[config.mk]
export PLATFORM = sky130hd
export DESIGN_NAME = fuzzy_subsequence_scorer_flat
export DESIGN_NICKNAME = d
export VERILOG_FILES = /design/src/rtl/core/fss_pkg.sv /design/src/rtl/core/fss_in_if.sv /design/src/rtl/core/fss_out_if.sv /design/src/rtl/core/fss_ram.sv /design/src/rtl/core/fuzzy_subsequence_scorer.sv /design/src/flat_wrapper.sv
export SDC_FILE = /design/constraint.sdc
export NUM_CORES = 1
export LEC_CHECK = 0
export BUFFER_PORTS_ARGS = -buffer_cell sky130_fd_sc_hd__buf_4
export CORE_MARGIN = 3
export CORE_UTILIZATION = 45
export DETAILED_ROUTE_END_ITERATION = 7
export GPL_TIMING_DRIVEN = 0
export PLACE_DENSITY = 0.73
export SYNTH_ARGS = -nofsm -noshare
export SYNTH_HDL_FRONTEND = slang
export SYNTH_HIERARCHICAL = 1
export SYNTH_SLANG_ARGS = --single-unit
[constraint.sdc]
create_clock -name clk -period 4.16 [get_ports clk]
set_clock_uncertainty 0.2 [all_clocks]
set_input_delay 0.832 -clock clk [delete_from_list [all_inputs] [get_ports clk]]
set_output_delay 0.832 -clock clk [all_outputs]
set_load 0.01 [all_outputs]
[src/rtl/core/fss_pkg.sv]
// shared types, constants and character-class functions of the fuzzy subsequence scorer
`default_nettype none

package fss_pkg;

	// default query capacity
	localparam int QUERY_MAX_DEF = 32;

	// character code and item commands
	typedef logic [15:0] char_t;

	typedef enum logic [1:0] {
		CMD_CLEAR  = 2'd0,
		CMD_APPEND = 2'd1,
		CMD_CHAR   = 2'd2,
		CMD_END    = 2'd3
	} cmd_e;

	// scoring constants
	localparam logic [3:0] PTS_MATCH      = 4'd1;
	localparam logic [3:0] BONUS_CONSEC   = 4'd5;
	localparam logic [3:0] BONUS_BOUNDARY = 4'd8;
	localparam logic [3:0] BONUS_CASE     = 4'd1;
	localparam int         BONUS_NAME     = 3;
	localparam logic [4:0] LEN_TENS_CAP   = 5'd20;
	localparam logic [3:0] LEN_ONES_LAST  = 4'd9;
	localparam int         SCORE_CEIL     = 1023;
	localparam char_t      CHAR_SLASH     = 16'h002F;
	localparam char_t      CHAR_BSLASH    = 16'h005C;
	localparam char_t      CHAR_ANGLE     = 16'h203A;

	// whitespace that is never stored in the query
	function automatic logic is_space(input char_t c);
		return (c >= 16'h0009 && c <= 16'h000D) || c == 16'h0020 || c == 16'h0085 ||
			c == 16'h00A0 || c == 16'h1680 || (c >= 16'h2000 && c <= 16'h200A) ||
			c == 16'h2028 || c == 16'h2029 || c == 16'h202F || c == 16'h205F ||
			c == 16'h3000;
	endfunction

	function automatic logic is_lower(input char_t c);
		return c >= 16'h0061 && c <= 16'h007A;
	endfunction

	function automatic logic is_upper(input char_t c);
		return c >= 16'h0041 && c <= 16'h005A;
	endfunction

	// ascii-only case fold to lower
	function automatic char_t fold(input char_t c);
		return is_upper(c) ? c + 16'h0020 : c;
	endfunction

	function automatic logic is_slash(input char_t c);
		return c == CHAR_SLASH || c == CHAR_BSLASH;
	endfunction

	// word separators
	function automatic logic is_sep(input char_t c);
		return is_slash(c) || c == 16'h005F || c == 16'h002D || c == 16'h002E ||
			c == 16'h0020 || c == 16'h003A || c == CHAR_ANGLE;
	endfunction

endpackage

`default_nettype wire

[src/rtl/core/fss_in_if.sv]
// input channel: command and character code with valid/ready
`default_nettype none

interface fss_in_if;
	logic        valid;
	logic        ready;
	logic [1:0]  command;
	logic [15:0] char_code;

	modport source(output valid, output command, output char_code, input ready);
	modport sink(input valid, input command, input char_code, output ready);
endinterface

`default_nettype wire

[src/rtl/core/fss_out_if.sv]
// result channel: score and overflow flag with valid/ready
`default_nettype none

interface fss_out_if;
	logic               valid;
	logic               ready;
	logic signed [10:0] score;
	logic               query_overflow;

	modport source(output valid, output score, output query_overflow, input ready);
	modport sink(input valid, input score, input query_overflow, output ready);
endinterface

`default_nettype wire

[src/rtl/core/fss_ram.sv]
// generic single-port-write, registered-read RAM (read returns old data on collision)
`default_nettype none

module fss_ram #(
	parameter  int WIDTH = 16,
	parameter  int DEPTH = 32,
	localparam int AW    = (DEPTH > 1) ? $clog2(DEPTH) : 1
) (
	input  wire logic                       clk,
	input  wire logic                       we,
	input  wire logic [AW-1:0]              waddr,
	input  wire logic [WIDTH-1:0]           wdata,
	input  wire logic [AW-1:0]              raddr,
	output      logic [WIDTH-1:0]           rdata
);
	logic [WIDTH-1:0] mem [DEPTH];

	// write port
	always_ff @(posedge clk) begin
		if (we) begin
			mem[waddr] <= wdata;
		end
	end

	// registered read port
	always_ff @(posedge clk) begin
		rdata <= mem[raddr];
	end
endmodule

`default_nettype wire

[src/rtl/core/fuzzy_subsequence_scorer.sv]
// Fuzzy subsequence scorer: loads a query (whitespace skipped, excess flagged), then scores
// streamed candidate characters by greedy case-insensitive subsequence match. Every item
// enters the input register and is worked by one level of compare and bonus logic against
// the state registers; an end-of-candidate item lands its result in the output register,
// and items are accepted back to back every cycle, also while the output register holds a
// result not yet taken, unless an end item waits on it. The query lives in a registered-read
// RAM that is read ahead at the next match position, with a bypass for a character written
// to that same position; its entries are never cleared, only entries below the query length
// are ever used. Only an end item waiting on a full output register stalls the input.
`default_nettype none

module fuzzy_subsequence_scorer import fss_pkg::*; #(
	parameter int QUERY_MAX = QUERY_MAX_DEF
) (
	input wire logic clk,
	input wire logic arst_n,
	fss_in_if.sink   cand,
	fss_out_if.source result
);
	localparam int LW  = $clog2(QUERY_MAX + 1);
	localparam int AW  = (QUERY_MAX > 1) ? $clog2(QUERY_MAX) : 1;
	localparam int BW  = $clog2(QUERY_MAX * 15 + 1);
	localparam int TW0 = $clog2(QUERY_MAX * 18 + 1);
	localparam int TW  = (TW0 > 10) ? TW0 : 10;

	// input register
	logic  valid_s1;
	cmd_e  cmd_s1;
	char_t char_s1;

	// match state
	logic [LW-1:0] len_q, len_d;
	logic [LW-1:0] ptr_q, ptr_d;
	logic          ovf_q, ovf_d;
	logic          bound_q, bound_d;
	logic          prev_lower_q, prev_lower_d;
	logic          prev_hit_q, prev_hit_d;
	logic [BW-1:0] base_q, base_d;
	logic [LW-1:0] name_q, name_d;
	logic [3:0]    ones_q, ones_d;
	logic [4:0]    tens_q, tens_d;

	// store access and bypass
	logic  wr_en;
	char_t ram_rdata;
	logic  byp_q;
	char_t byp_data_q;
	char_t q_char;

	// result register
	logic               res_valid_q;
	logic signed [10:0] res_score_q;
	logic               res_ovf_q;

	logic               advance_s1;
	logic               hit;
	logic               boundary;
	logic [3:0]         pts;
	logic [TW-1:0]      total;
	logic [TW-1:0]      pen;
	logic [TW-1:0]      net;
	logic [9:0]         clamped;
	logic signed [10:0] score_d;

	// handshake
	assign advance_s1  = valid_s1 && (cmd_s1 != CMD_END || !res_valid_q || result.ready);
	assign cand.ready  = !valid_s1 || advance_s1;

	always_ff @(posedge clk or negedge arst_n) begin
		if (!arst_n) begin
			valid_s1 <= 1'b0;
		end else if (cand.ready) begin
			valid_s1 <= cand.valid;
		end
	end

	always_ff @(posedge clk) begin
		if (cand.valid && cand.ready) begin
			cmd_s1  <= cmd_e'(cand.command);
			char_s1 <= cand.char_code;
		end
	end

	// match compare and points
	assign q_char   = byp_q ? byp_data_q : ram_rdata;
	assign hit      = (ptr_q < len_q) && (fold(char_s1) == fold(q_char));
	assign boundary = bound_q || (prev_lower_q && is_upper(char_s1));
	assign pts      = PTS_MATCH + (prev_hit_q ? BONUS_CONSEC : 4'd0)
		+ (boundary ? BONUS_BOUNDARY : 4'd0) + ((char_s1 == q_char) ? BONUS_CASE : 4'd0);

	// next state
	always_comb begin
		len_d        = len_q;
		ptr_d        = ptr_q;
		ovf_d        = ovf_q;
		bound_d      = bound_q;
		prev_lower_d = prev_lower_q;
		prev_hit_d   = prev_hit_q;
		base_d       = base_q;
		name_d       = name_q;
		ones_d       = ones_q;
		tens_d       = tens_q;
		wr_en        = 1'b0;
		if (advance_s1) begin
			unique case (cmd_s1)
				CMD_CLEAR, CMD_END: begin
					if (cmd_s1 == CMD_CLEAR) begin
						len_d = '0;
						ovf_d = 1'b0;
					end
					ptr_d        = '0;
					bound_d      = 1'b1;
					prev_lower_d = 1'b0;
					prev_hit_d   = 1'b0;
					base_d       = '0;
					name_d       = '0;
					ones_d       = '0;
					tens_d       = '0;
				end
				CMD_APPEND: begin
					if (!is_space(char_s1)) begin
						if (len_q < LW'(QUERY_MAX)) begin
							wr_en = 1'b1;
							len_d = len_q + 1'b1;
						end else begin
							ovf_d = 1'b1;
						end
					end
				end
				CMD_CHAR: begin
					if (hit) begin
						base_d = base_q + BW'(pts);
						name_d = name_q + 1'b1;
						ptr_d  = ptr_q + 1'b1;
					end
					if (is_slash(char_s1)) begin
						name_d = '0;
					end
					prev_hit_d   = hit;
					bound_d      = is_sep(char_s1);
					prev_lower_d = is_lower(char_s1);
					// candidate length kept as tens and ones, saturating at 200
					if (tens_q < LEN_TENS_CAP) begin
						if (ones_q == LEN_ONES_LAST) begin
							ones_d = '0;
							tens_d = tens_q + 1'b1;
						end else begin
							ones_d = ones_q + 1'b1;
						end
					end
				end
			endcase
		end
	end

	always_ff @(posedge clk or negedge arst_n) begin
		if (!arst_n) begin
			len_q        <= '0;
			ptr_q        <= '0;
			ovf_q        <= 1'b0;
			bound_q      <= 1'b1;
			prev_lower_q <= 1'b0;
			prev_hit_q   <= 1'b0;
			base_q       <= '0;
			name_q       <= '0;
			ones_q       <= '0;
			tens_q       <= '0;
			byp_q        <= 1'b0;
		end else begin
			len_q        <= len_d;
			ptr_q        <= ptr_d;
			ovf_q        <= ovf_d;
			bound_q      <= bound_d;
			prev_lower_q <= prev_lower_d;
			prev_hit_q   <= prev_hit_d;
			base_q       <= base_d;
			name_q       <= name_d;
			ones_q       <= ones_d;
			tens_q       <= tens_d;
			byp_q        <= wr_en && (len_q == ptr_d);
		end
	end

	// query store, read ahead at the next match position
	fss_ram #(
		.WIDTH($bits(char_t)),
		.DEPTH(QUERY_MAX)
	) u_store (
		.clk  (clk),
		.we   (wr_en),
		.waddr(len_q[AW-1:0]),
		.wdata(char_s1),
		.raddr(ptr_d[AW-1:0]),
		.rdata(ram_rdata)
	);

	always_ff @(posedge clk) begin
		byp_data_q <= char_s1;
	end

	// final score
	assign total   = TW'(base_q) + TW'(name_q) * TW'(BONUS_NAME);
	assign pen     = TW'(tens_q);
	assign net     = (total > pen) ? total - pen : '0;
	assign clamped = (net > TW'(SCORE_CEIL)) ? 10'(SCORE_CEIL) : net[9:0];

	always_comb begin
		if (len_q == '0) begin
			score_d = '0;
		end else if (ptr_q < len_q) begin
			score_d = -11'sd1;
		end else begin
			score_d = signed'({1'b0, clamped});
		end
	end

	// result register
	always_ff @(posedge clk or negedge arst_n) begin
		if (!arst_n) begin
			res_valid_q <= 1'b0;
		end else if (advance_s1 && cmd_s1 == CMD_END) begin
			res_valid_q <= 1'b1;
		end else if (result.ready) begin
			res_valid_q <= 1'b0;
		end
	end

	always_ff @(posedge clk) begin
		if (advance_s1 && cmd_s1 == CMD_END) begin
			res_score_q <= score_d;
			res_ovf_q   <= ovf_q;
		end
	end

	assign result.valid          = res_valid_q;
	assign result.score          = res_score_q;
	assign result.query_overflow = res_ovf_q;

`ifndef ASSERT_OFF
	// match position never passes the query length
	a_ptr_le_len: assert property (@(posedge clk) disable iff (!arst_n)
		ptr_q <= len_q) else $error("match position beyond query length");

	// overflow only once the store is full
	a_ovf_full: assert property (@(posedge clk) disable iff (!arst_n)
		ovf_q |-> len_q == LW'(QUERY_MAX)) else $error("overflow with room left");

	// length counter stays within its saturation range
	a_len_cap: assert property (@(posedge clk) disable iff (!arst_n)
		tens_q <= LEN_TENS_CAP && ones_q <= LEN_ONES_LAST)
		else $error("candidate length counter out of range");

	// a new result only follows an end item leaving the input register
	a_res_from_end: assert property (@(posedge clk) disable iff (!arst_n)
		$rose(res_valid_q) |-> $past(advance_s1 && cmd_s1 == CMD_END))
		else $error("result without end item");
`endif
endmodule

`default_nettype wire

[src/flat_wrapper.sv]
// flat-port wrapper written by rule: the top's interface ports become plain ports
module fuzzy_subsequence_scorer_flat import fss_pkg::*;
#(
	parameter int QUERY_MAX = QUERY_MAX_DEF
)
  (clk, arst_n, cand_valid, cand_command, cand_char_code, cand_ready, result_valid, result_score, result_query_overflow, result_ready);
  fss_in_if cand_i ();
  fss_out_if result_i ();
  input wire logic clk;
  input wire logic arst_n;
  input wire logic [$bits(cand_i.valid)-1:0] cand_valid;
  input wire logic [$bits(cand_i.command)-1:0] cand_command;
  input wire logic [$bits(cand_i.char_code)-1:0] cand_char_code;
  output wire logic [$bits(cand_i.ready)-1:0] cand_ready;
  output wire logic [$bits(result_i.valid)-1:0] result_valid;
  output wire logic [$bits(result_i.score)-1:0] result_score;
  output wire logic [$bits(result_i.query_overflow)-1:0] result_query_overflow;
  input wire logic [$bits(result_i.ready)-1:0] result_ready;
  assign cand_i.valid = cand_valid;
  assign cand_i.command = cand_command;
  assign cand_i.char_code = cand_char_code;
  assign cand_ready = cand_i.ready;
  assign result_valid = result_i.valid;
  assign result_score = result_i.score;
  assign result_query_overflow = result_i.query_overflow;
  assign result_i.ready = result_ready;
  fuzzy_subsequence_scorer #(.QUERY_MAX(QUERY_MAX)) u_core (.clk(clk), .arst_n(arst_n), .cand(cand_i), .result(result_i));
endmodule
After elaboration in Yosys (flattened, before gate mapping)
Memories as Yosys holds them, arrays and structs flattened. A register that Yosys moved wholly into a read port is not among the register bits.
Cells that the tools add are included.
Word-level totals
  register bits: 89
  memory bits (writable): 512
  bits of input ports: 22
  output and inout bits: 14
  memories kept: 1
Operators by class
  $add $sub $neg: 13
  multiply operators: 1
  order comparisons: 15
  eq/ne operators: 32
  multiplexer cells: 42
  reductions and logical operators: 47
Memories
  u_core.u_store.mem: words 32, width 16, read ports 1, clocked after memory_dff 1, wr ports 1, RTL line fss_ram.sv:16  | logic [WIDTH-1:0] mem [DEPTH];
Operators by type and width (number)
  equality test 16 x 14 -> 1 bit (second input constant): 6
  equality test 16 x 6 -> 1 bit (second input constant): 5
  >= comparator 16 x 7 -> 1 bit (second input constant): 3
  <= comparator 16 x 7 -> 1 bit (second input constant): 3
  two-way mux 16 bit: 3
  two-way mux 6 bit: 7
  case mux 6 bit (2 select lines): 3
  adder 16 x 6 -> 16 bit (second input constant): 2
  equality test 16 bit: 2
  equality test 16 x 7 -> 1 bit (second input constant): 2
  equality test 16 x 8 -> 1 bit (second input constant): 2
  logical OR 1 bit: 21
  two-way mux 10 bit: 2
  adder 6 x 1 -> 6 bit (second input constant): 3
  case mux 9 bit (2 select lines): 1
  equality test 16 x 13 -> 1 bit (second input constant): 1
  >= comparator 16 x 14 -> 1 bit (second input constant): 1
  >= comparator 16 x 4 -> 1 bit (second input constant): 1
  <= comparator 16 x 14 -> 1 bit (second input constant): 1
  <= comparator 16 x 4 -> 1 bit (second input constant): 1
  two-way mux 1 bit: 12
  two-way mux 4 bit: 3
  logical AND 1 bit: 11
  two-way mux 11 bit: 1
  35 further kinds: 53

Depth between registers and ports, before layout
  depth in word-level cells: 17
  mapped depth: 20
  depth with buffers taken out: 17

Hierarchy
Netlist, hierarchy kept.
Modules (own cells, without submodules)
  fss_ram: instances 1, cells each 1143, area an instance 20534.7 µm², sequential area each 15695.1 µm²
  fuzzy_subsequence_scorer: instances 1, cells each 601, area an instance 5779.3 µm², sequential area each 2298.5 µm²

Worst setup path before layout
OpenSTA, ideal clock, no wires.
  path kind: reg-to-reg
  from: register u_core.char_s1[2]
  to: register u_core.u_store.rdata[10], read port of u_core.u_store.mem
  arrival: 4150 ps
  required time: 3897 ps
  slack: -252 ps
  stages on the path, launching flop included: 18
  path buffers: 5
  clock period less this slack: 4412 ps
  cell sequence: edfxtp_1 > buf_4 > or3_2 > nor3_1 > or3_1 > or4_1 > o31a_4 > and2_1 > buf_6 > a31o_1 > a32o_1 > buf_6 > or2_1 > buf_2 > clkbuf_1 > nor3_1 > a31oi_1 > nand3_1
Between the ends
  word-level cells in the longest chain between the ends: 8
  elaborated cells between the ends (all ways): 10
  classes of those cells: add/sub (1); order compare (2); eq/ne (1); mux (4); reduce/logical (2)
RTL lines
  start: declaration: RTL line fuzzy_subsequence_scorer.sv:29  | char_t char_s1;
  start signal: assignment: RTL line fuzzy_subsequence_scorer.sv:80  | char_s1 <= cand.char_code;
  >= comparator 16 x 7 -> 1 bit / <= comparator 16 x 7 -> 1 bit (equally long branches): RTL line fss_pkg.sv:45  | return c >= 16'h0041 && c <= 16'h005A;
  logical AND 1 bit: RTL line fss_pkg.sv:45
  two-way mux 16 bit (*): RTL line fss_pkg.sv:50  | return is_upper(c) ? c + 16'h0020 : c;
  equality test 16 bit (*): RTL line fuzzy_subsequence_scorer.sv:86  | assign hit = (ptr_q < len_q) && (fold(char_s1) == fold(q_char));
  logical AND 1 bit (*): RTL line fuzzy_subsequence_scorer.sv:86
  two-way mux 6 bit (*): RTL line fuzzy_subsequence_scorer.sv:131  | if (hit) begin
  case mux 6 bit (2 select lines) (*): RTL line fuzzy_subsequence_scorer.sv:105  | unique case (cmd_s1)
  two-way mux 6 bit (*): RTL line fuzzy_subsequence_scorer.sv:104  | if (advance_s1) begin
  via u_core.ptr_d[3]: RTL line fuzzy_subsequence_scorer.sv:33  | logic [LW-1:0] ptr_q, ptr_d;
  end: declaration: RTL line fss_ram.sv:14  | output logic [WIDTH-1:0] rdata
Mark *: on every way through the listed nets, which the timed path passes. The rest lies on a longest branch.
A chain may end at the register's enable or synchronous reset.

Worst setup path after layout
  from: register u_core.byp_q
  to: register u_core.u_store.rdata[8], read port of u_core.u_store.mem
Between the ends
  word-level cells in the longest chain between the ends: 9
  elaborated cells between the ends (all ways): 11
  classes of those cells: add/sub (1); order compare (2); eq/ne (1); mux (5); reduce/logical (2)
RTL lines
  start: declaration: RTL line fuzzy_subsequence_scorer.sv:46  | logic byp_q;
  start signal: assignment: RTL line fuzzy_subsequence_scorer.sv:180  | byp_q <= wr_en && (len_q == ptr_d);
  two-way mux 16 bit (*): RTL line fuzzy_subsequence_scorer.sv:85  | assign q_char = byp_q ? byp_data_q : ram_rdata;
  >= comparator 16 x 7 -> 1 bit / <= comparator 16 x 7 -> 1 bit (equally long branches): RTL line fss_pkg.sv:45
  logical AND 1 bit: RTL line fss_pkg.sv:45
  two-way mux 16 bit (*): RTL line fss_pkg.sv:50
  equality test 16 bit (*): RTL line fuzzy_subsequence_scorer.sv:86
  logical AND 1 bit (*): RTL line fuzzy_subsequence_scorer.sv:86
  two-way mux 6 bit (*): RTL line fuzzy_subsequence_scorer.sv:131
  case mux 6 bit (2 select lines) (*): RTL line fuzzy_subsequence_scorer.sv:105
  two-way mux 6 bit (*): RTL line fuzzy_subsequence_scorer.sv:104
  via u_core.ptr_d[2]: RTL line fuzzy_subsequence_scorer.sv:33
Marked as above.

==> summary.md <==
| Metric | Value |
|---|---|
| Status | finished, violations left |
| Failing checks | negative setup slack |
| Crit end category | flip-flop |
| Post-Syn Nets | 1,814 |
| DP HPWL | approximately 40 mm |
| Period minus WS final | 4580 ps |
| DIE HEIGHT | 248 um |
| Met2 Resource Use GR | 37.5% |
| CTS tree | done |
| Final Max Tran Viols | 0 |
| Critical Path RT | between 4000 and 5000 ps |
| Root Buffer | clkbuf_16 |
| Core Region | 57,800 um2 |
| HP Class | input pin to asynchronous set/reset pin |
| Initial antenna violation count | 6 |
| Placed cell area | 27,700 um2 |
| Pwr per Cell Area | between 300 and 400 nW/um2 |
| Register area share after synthesis | 68.4% |
| Mean Syn Cell Area | 15.1 um2 |
| Share of cells above drive strength 1 | about a quarter |
| Worst skew pair latency | 640 ps |
| Final hold viol count | 0 |
| Normalized max-slew margin | 46.1% |
| Leakage power | 0.0108 uW |
| Die Area | 61,400 um2 |
| VDD IR-drop max | 0.000383 V |
| Die width | 248 um |
| Final worst setup slack | -417 ps |
| Clk sinks | 617 |
| Top_reg_cell synth | edfxtp_1 |
| Met3 Track Usage GR | 4.15% |
| RSZ-0062 raised after global routing | true |
| Worst-margin pin slew | 802 ps |
| Max Fanout on Critical Path | 10 |
| WS Path Type | flip-flop to flip-flop |
| Synth Instances | 1,744 |
| Clk slew on worst S/H paths | 60 ps |
| CTS H-tree depth | 2 |
| Final setup viols | 20 |
| MaxCap Viol Count | 0 |
| Starting Density | 45.5% |
| Global-route wire length before repair | a little over 100 mm |
| Crit path DAT | 4850 ps |
| Fmax | ~220 MHz |
| Routability Congestion | 0.876 |
| Gr busiest metal | met2 |
| Synthesized area | 26,300 um2 |
| Setup TNS Final | -6350 ps |
| Register bit count reported by yosys | 617 |
| Via density | 6.07 |
| Period utilization | 110% |
| Fin area | 32,900 um2 |
| EDFF count, synth | about 540 |
| Netlist cell types | just over 70 |
| DRC errors left | 0 |
| Clock buffer depth | 3 |
| # IOs | 36 |
| Vias in the first global route | around 16,000 |
| Num CTS Buffers | 58 |
| Post-DRT Antenna Nets | 0 |
| Asr flop ratio synth | under 10% |
| Tot GR Track Use | 23.0% |
| Pin count of the biggest net entering global routing | 44 |
| # nets final | 2,039 |
| Violation count after the first detailed-route iteration | roughly 2,100 |
| Fin util | 56.9% |
| Crit path launch type | flip-flop |
| Port Buffer Count | 35 |
| Area delta synth->final | 25.0% |
| Routed via count | ~17,000 |
| Rows | 88 |
| Met1 usage | 31.4% |
| WL final | roughly 73 mm |
| Remaining Overflow, GRT | 0 |
| DRT Pass-1 Iters | 7 |
| Synthesis Warnings | 6 |
| Final Power | 12,800 uW |
| Post-DR wirelength/cell | 26.1 um |
[metal layers]
layer | routed length [um] | vias to the layer above
met3 | 8020 | 176
met5 | 22 | -
met4 | 2500 | 4
met2 | 35000 | 1102
li1 | - | 7210
met1 | 27300 | 8393
[flip-flops by register name, summed over array words and instances, names as in the netlist, 9 cells and up]
name                  flops
u_core/u_store/mem      512
u_core/byp_data_q        16
u_core/char_s1           16
u_core/base_q             9
u_core/u_store/rdata     16
u_core/result.score      11
[kinds of logic after synthesis]
logic type / Yosys count / share of synthesized area [%]
flip-flops: 617 / 68.4
adder cells (fa/ha/maj): 48 / 2.51
AO/OA/AOI/OAI: 281 / 7.27
XOR/XNOR: 38 / 1.26
AND/OR/NAND/NOR: 351 / 6.82
buffers and inverters: 131 / 3.11
multiplexers: 278 / 10.6
[path summary, 6_finish.rpt]
path                                 start                 endpoint  slack [ps]  cells past startpoint
hold / removal                      arst_n        u_core/prev_hit_q         0.7                      1
hold reg to reg             u_core/bound_q           u_core/bound_q         280                      2
setup / recovery              u_core/byp_q  u_core/u_store/rdata[8]        -420                     19
max in group asynchronous           arst_n             u_core/byp_q        3330                      1
min in group clk           cand_command[1]         u_core/cmd_s1[1]         170                      1
setup reg to reg              u_core/byp_q  u_core/u_store/rdata[8]        -420                     19
[Yosys cell counts, types with 7 or more instances]
library cell | number | area [um2]
edfxtp_1 | 542 | 16300
mux2i_1 | 273 | 2730
nand2_1 | 80 | 300
nor2_1 | 71 | 267
a21oi_1 | 69 | 345
a22oi_1 | 66 | 495
nand3_1 | 53 | 265
inv_1 | 45 | 169
o21ai_0 | 43 | 215
dfrtp_1 | 42 | 1050
ha_1 | 40 | 500
a22o_1 | 35 | 307
dfxtp_1 | 32 | 641
nand4_1 | 30 | 188
nor3_1 | 29 | 145
clkbuf_1 | 25 | 93.8
xnor2_1 | 23 | 201
a31oi_1 | 22 | 138
buf_4 | 21 | 158
buf_2 | 19 | 95.1
or3_1 | 15 | 93.8
xor2_1 | 15 | 131
nand2b_1 | 12 | 75.1
buf_6 | 10 | 113
a21o_1 | 9 | 67.6
nor2b_1 | 9 | 56.3
fa_1 | 8 | 160
and2_1 | 7 | 43.8
[layout make-up]
| type | instances | area [um2] |
|---|---|---|
| inverters | 45 | 171 |
| plain buffers | 79 | 937 |
| diodes | 2 | 5.00 |
| clock buffers | 72 | 1540 |
| fillers | 4168 | 24900 |
| clock inverters | 36 | 335 |
| repair buffers | 172 | 2120 |
| well taps | 765 | 957 |
| multi-input cells | 996 | 8830 |
| flip-flops and latches | 617 | 18000 |
[worst max-delay path: stages, from the launching register on]
cell and delay (ps):
dfrtp_2 420, buf_4 120, buf_4 90, nand2_1 50, or4_4 430, a2111oi_4 310, buf_4 210, nand2_2 70
o41ai_2 250, o31a_4 200, buf_4 180, nand4_1 160, xor2_2 240, nor2_4 220, nor2b_2 220, buf_6 180
buf_4 250, a22oi_1 190, a31oi_4 280, nand3_2 130
[report_power, final]
part / leakage (uW) / internal (uW) / switching, uW
combinational: 0.00418 / 260 / 441
clock: 0.000916 / 2930 / 2290
sequential: 0.00575 / 6800 / 57.4
total: 0.0108 / 9990 / 2790
[stage by stage]
| stage | hold slack [ps] | setup WS [ps] | cells |
|---|---|---|---|
| after floorplan | 226 | -104 | 1744 |
| after detailed placement | 277 | -2000 | 2550 |
| final | 0.718 | -417 | 2784 |
| after global routing | 34.0 | -545 | 2782 |
| after CTS | 0.363 | -423 | 2761 |
| after global placement | 263 | -2150 | 2544 |
[repair_timing]
item	4_1_cts	5_1_grt
cloned	11	6
pin swaps	87	94
endpoints found under the hold margin	0	0
endpoints found under the setup margin	545	492
setup buffers	95	24
hold buffers	0	0
gates resized for setup	251	153
[cell usage in the layout (no fill, tap or decap), types with 23 or more instances in the layout]
master,count
nor2_1,38
dfxtp_1,32
a22o_1,23
ha_1,38
nand2_1,79
inv_1,42
o21ai_0,38
nand4_1,30
mux2i_1,251
buf_12,45
clkbuf_16,64
nand3_1,32
buf_4,112
dfrtp_1,40
a21oi_1,60
edfxtp_1,542
buf_6,34
clkbuf_1,23
a22oi_1,44
nor2_4,34
Note: power is estimated with default switching activity, not from simulation.
